$ cat config.mk
export PLATFORM = sky130hd
export DESIGN_NAME = fad_cell
export DESIGN_NICKNAME = d
export VERILOG_FILES = /design/src/hdl/fad_pkg.sv /design/src/hdl/fad_cell.sv
export SDC_FILE = /design/constraint.sdc
export NUM_CORES = 1
export LEC_CHECK = 0
export BUFFER_PORTS_ARGS = -buffer_cell sky130_fd_sc_hd__buf_4
export CAP_MARGIN = 20
export CORE_ASPECT_RATIO = 1.1
export CORE_MARGIN = 2
export CORE_UTILIZATION = 44
export CTS_BUF_LIST = sky130_fd_sc_hd__clkbuf_8
export DETAILED_ROUTE_END_ITERATION = 6
export GPL_ROUTABILITY_DRIVEN = 0
export GPL_TIMING_DRIVEN = 0
export HOLD_SLACK_MARGIN = 0.02
export PLACE_DENSITY_LB_ADDON = 0.3
export SLEW_MARGIN = 5
export SYNTH_ARGS = -nofsm -noshare
export SYNTH_HDL_FRONTEND = slang
export SYNTH_SLANG_ARGS = --single-unit
export TNS_END_PERCENT = 30
$ cat constraint.sdc
create_clock -name clk_i -period 8.2 [get_ports clk_i]
set_input_delay 1.64 -clock clk_i [delete_from_list [all_inputs] [get_ports clk_i]]
set_output_delay 1.64 -clock clk_i [all_outputs]
set_load 0.005 [all_outputs]
$ cat src/hdl/fad_pkg.sv
// Shared constants and types of the fully associative LRU tag directory.
`default_nettype none

package fad_pkg;

  localparam int AddrW       = 64;
  localparam int OffW        = 3;
  localparam int TagW        = AddrW - 3;
  localparam int FieldSlotW  = 6;
  localparam int LinesDefault = 64;
  localparam int LinesMax    = 1024;
  // Wide enough for any position or count up to LinesMax.
  localparam int PosW        = $clog2(LinesMax + 1);
  localparam int SlotMaxW    = $clog2(LinesMax);

  localparam logic [OffW-1:0] OffReset = 3'd5;
  localparam logic [OffW-1:0] OffMin   = 3'd3;
  localparam logic [OffW-1:0] OffMax   = 3'd6;

  typedef enum logic [3:0] {
    S_IDLE = 4'b0001,
    S_CMP  = 4'b0010,
    S_ENC  = 4'b0100,
    S_UPD  = 4'b1000
  } fad_state_e;

  // Broadcast from the controller to every cell of the recency chain.
  typedef struct packed {
    logic                upd;
    logic [PosW-1:0]     used;
    logic [PosW-1:0]     pos;
    logic [PosW-1:0]     dest;
    logic [TagW-1:0]     tag;
    logic [SlotMaxW-1:0] slot;
  } fad_bcast_t;

endpackage

`default_nettype wire

$ cat src/hdl/fad_cell.sv
// One recency position of the directory: holds a tag and its slot, shifts from its neighbor.
`default_nettype none

module fad_cell #(
  parameter int IDX    = 0,
  parameter int SLOT_W = 6
) (
  input  wire logic                      clk_i,
  input  wire fad_pkg::fad_bcast_t       bc_i,
  input  wire logic [fad_pkg::TagW-1:0]  nb_tag_i,
  input  wire logic [SLOT_W-1:0]         nb_slot_i,
  output logic                           match_o,
  output logic [fad_pkg::TagW-1:0]       tag_o,
  output logic [SLOT_W-1:0]              slot_o
);

  localparam logic [fad_pkg::PosW-1:0] MyPos = fad_pkg::PosW'(IDX);

  logic [fad_pkg::TagW-1:0] tag_q;
  logic [SLOT_W-1:0]        slot_q;
  logic                     valid;
  logic                     shift;
  logic                     load;

  // Only the first lines_used positions hold entries.
  assign valid   = MyPos < bc_i.used;
  assign match_o = valid && (tag_q == bc_i.tag);

  assign shift = bc_i.upd && (bc_i.pos <= MyPos) && (MyPos < bc_i.dest);
  assign load  = bc_i.upd && (MyPos == bc_i.dest);

  always_ff @(posedge clk_i) begin
    if (load) begin
      tag_q  <= bc_i.tag;
      slot_q <= bc_i.slot[SLOT_W-1:0];
    end else if (shift) begin
      tag_q  <= nb_tag_i;
      slot_q <= nb_slot_i;
    end
  end

  assign tag_o  = tag_q;
  assign slot_o = slot_q;

endmodule

`default_nettype wire

== Word-level counts from Yosys, hierarchy flattened ==
Cells that the tools add are included.
Cells by class
  $lt $le $gt $ge: 3
  equal/unequal tests: 1
  multiplexer cells: 4
  reduce and logical (&&, ||, !) cells: 6
Operators by type and width (number)
  $mux W61: 2
  $eq A61 B61 Y1: 1
  $lt A1 B11 Y1 const A: 2
  $mux W6: 2
  $le A11 B1 Y1 const B: 1
  $logic_not A11 Y1: 1
  $logic_and A1 B1 Y1: 4
  $reduce_bool A2 Y1: 1
Word-level totals
  input port bits: 173
  register bits: 67
  logic and storage cells: 16

== Logic depth before layout (Yosys ltp) ==
  depth after elaboration: 5
  depth in mapped cells: 5
  depth with buffers taken out: 5

== Worst setup path before layout ==
Ideal clock, no wire load.
  path type: input-to-reg
  start point: in bc_i[85] (netlist bit)
  end point: reg slot_q[0], in the netlist slot_o[0], enable pin
  setup time: 0.595 ns
  stages: 3
  data arrival time: 6.882 ns
  setup slack: 0.723 ns
  path through: nor4_1 nand3_1 a21boi_0
On the way
  word-level cells in the longest chain between the ends: 4
Ends and longest elaborated chain
  start, declared: RTL line fad_cell.sv:9  | input wire fad_pkg::fad_bcast_t bc_i,
  $le A11 B1 Y1: RTL line fad_cell.sv:29  | assign shift = bc_i.upd && (bc_i.pos <= MyPos) && (MyPos < bc_i.dest);
  $logic_and A1 B1 Y1 (2 in a row): RTL line fad_cell.sv:29
  $reduce_bool A2 Y1 (no source line)
  end signal, assigned: RTL line fad_cell.sv:35  | slot_q <= bc_i.slot[SLOT_W-1:0];
  end signal, assigned: RTL line fad_cell.sv:38  | slot_q <= nb_slot_i;
  end, declared: RTL line fad_cell.sv:20  | logic [SLOT_W-1:0] slot_q;
No other way between the ends.
A chain may end at the register's enable or synchronous reset.

== Final worst setup path ==
  start point: in bc_i[61] (netlist bit)
  end point: out match_o
On the way
  word-level cells in the longest chain between the ends: 2
Ends and longest elaborated chain
  $eq A61 B61 Y1: RTL line fad_cell.sv:27  | assign match_o = valid && (tag_q == bc_i.tag);
  $logic_and A1 B1 Y1: RTL line fad_cell.sv:27
  end, declared: RTL line fad_cell.sv:12  | output logic match_o,
No other way between the ends.

==> results.py <==
metrics = {
    "run_status": {
        "status": "complete, no violations",
    },
    "worst_setup_path": {
        "cp_slowest_cell": "nor4_1",
        "endpoint_kind": "primary output",
        "start_kind": "primary input",
        "critPathKind": "in -> out",
        "cpPeakStageDelay_ns": 0.38,
        "path_cells": "buf_4 > xnor2_1 > nand4_1 > nor4_1 > o41ai_1 > nor4_1 > buf_4",
        "worstPathMaxFanout": 2,
        "cp_data_arrival_time_ns": 3.05,
        "cp.required_ns": 6.56,
    },
    "drt": {
        "vias_per_cell": 5.02,
        "drt_wl_total_um": 10700,
        "drt.antenna.violating_nets": 0,
        "remaining_drc_errors": 0,
        "drt_iter0_markers": 97,
        "routedWlPerCell_um": 17.7,
        "drtPass1Iterations": 4,
        "vias": 3023,
    },
    "place": {
        "dp.final_hpwl_um": 8630,
        "placed_area_sq_mm": 0.00569,
        "port_buffers": 236,
        "place_inst": 586,
        "post-place-ws_ns": 3.51,
    },
    "cells_and_area": {
        "final_core_util": 0.707,
        "layout.nets": 659,
        "design_area_sq_mm": 0.00585,
        "fin_cells": 602,
        "fillers": 616,
        "drive_gt1_frac": 0.664,
        "syn2layout_area_growth_pct": 58.7,
        "diodes": 0,
    },
    "die": {
        "dieWidth_um": 91.3,
        "core_area_sq_mm": 0.00828,
        "die_y_um": 100,
        "initial_core_util": 0.446,
        "io_pins": 241,
        "num_rows": 35,
        "dieArea_sq_mm": 0.00913,
    },
    "sta": {
        "layout_setup_ws_ns": 3.51,
        "max_slew_margin": 0.423,
        "fin_crit_ns": 4.69,
        "worst_slew_pin_slew_ns": 0.865,
        "maxSlewViolCount": 0,
        "tns_ns": 0,
        "hold_viol": 0,
        "rsz0062_at_grt": "no",
        "clock.fmax_mhz": 213,
        "setup_viol": 0,
        "fin_crit_sh": 0.572,
    },
    "grt": {
        "grtUsageMet3": 0.0616,
        "busiest_layer": "met2",
        "met1_usage": 0.257,
        "grt_pass1_wl_um": 16100,
        "antenna_found_initial": 0,
        "met2_usage": 0.428,
        "grt_overflow": 0,
        "track_usage": 0.232,
        "grt_pass1_vias": 3331,
        "grt_max_degree": 26,
    },
    "yosys": {
        "synth_top_family_by_area": "multiplexers",
        "netlist_area_sq_mm": 0.00369,
        "synth_mux_area_frac": 0.235,
        "synth-compound-area-share": 0.00441,
        "syn_inst": 236,
        "yosysWarnings": 0,
        "synth_top_area_frac": 0.546,
        "synth-edff-count": 67,
        "synth_top_area_cell": "edfxtp_1",
        "synth_xor_area_frac": 0.145,
        "yosysSeqAreaShare": 0.546,
        "synth.distinct_cells": 16,
        "synth.top_cells.by_count": "edfxtp_1, xor2_1, mux2_2",
        "async_flop_share": 0,
        "yosysMostFrequentCell": "edfxtp_1",
        "yosys.area_share.simple": 0.0556,
        "synth-seq-cells": 67,
        "synth_adder_area_share": 0,
        "post_synth.cell_area_avg_sq_um": 15.6,
        "netlist_top_cells_area": "edfxtp_1, mux2_4, mux2_2",
        "dominantRegCellSynth": "edfxtp_1",
        "syn-num-nets": 409,
    },
    "cts": {
        "cts_resized": 0,
        "cts_tree": "yes",
        "cts_htree_levels": 3,
        "cts_buffers": 9,
        "post_cts_buffers": 0,
        "postCtsHoldBufs": 0,
        "cts_buffer_depth": 2,
        "clock-sinks": 67,
        "cts.clk_slew.worst_paths_ns": 0.08,
        "cts-root-buf": "clkbuf_8",
    },
    "power": {
        "p_leak_uw": 0.00256,
        "ir_worst_vdd_uv": 76.7,
        "powerDensity_mw_per_mm2": 122,
    },
    "run": {
        "cap_viol_max_count": 0,
    },
    "worst_hold_path": {
        "hp-class": "in -> reg",
    },
}
## registers in the layout (all words and copies together) (netlist names)
register	count
slot_o	6
tag_o	61
## per-stage QoR
| step | hold WS, ns | power, uW |
|---|---|---|
| after floorplan | 1.86 | 417 |
| after global placement | 1.94 | 486 |
| after detailed placement | 1.94 | 490 |
| after CTS | 1.58 | 720 |
| after global routing | 1.58 | 740 |
| final | 1.60 | 715 |
## metal layers
metal / vias to the layer above / share of wire
met4: 0 / 0.015
li1: 1409 / -
met1: 1439 / 0.36
met5: - / 0
met3: 12 / 0.085
met2: 163 / 0.54
## cells in the final DEF, fill, tap and decap left out, types with 9 or more instances in the layout
cell type,n
mux2_4,30
clkbuf_8,9
xnor2_1,22
edfxtp_1,67
nor4_1,16
nand4_1,9
xor2_1,39
buf_4,237
mux2_2,37
## cell type report
type	count	area [sq um]	share of cell area
flip-flops and latches	67	2010	0.344
repair buffers	239	1850	0.317
multi-input cells	162	1630	0.279
well taps	111	139	0.0237
clock buffers	9	124	0.0212
plain buffers	7	52.6	0.00898
clock inverters	7	36.3	0.00620
## critical path: cells and delay by family
family          cells  cell delay [ns]
simple gates        3             0.81
buf+inv             2             0.29
xor+xnor            1             0.17
compound gates      1             0.15
## power breakdown
part / switching [uW] / internal (uW) / leakage [uW]
logic: 29.0 / 76.1 / 0.00188
clock network: 128 / 106 / 0.0000813
registers: 0.145 / 376 / 0.000602
total: 157 / 558 / 0.00256
## final timing paths
kind	slack (ns)	to	cells past startpoint	startpoint
worst max-delay path	3.51	match_o	7	bc_i[61]
worst min-delay path	1.60	tag_o[40]	2	nb_tag_i[40]
## kinds of logic after synthesis
logic type                after synthesis
buffers and inverters                   7
and+or+nand+nor                        32
muxes                                  67
DFF                                    67
AOI/OAI and AO/OA                       2
xor gates and xnor gates               61
No activity file was read; power rests on OpenSTA's default activity.
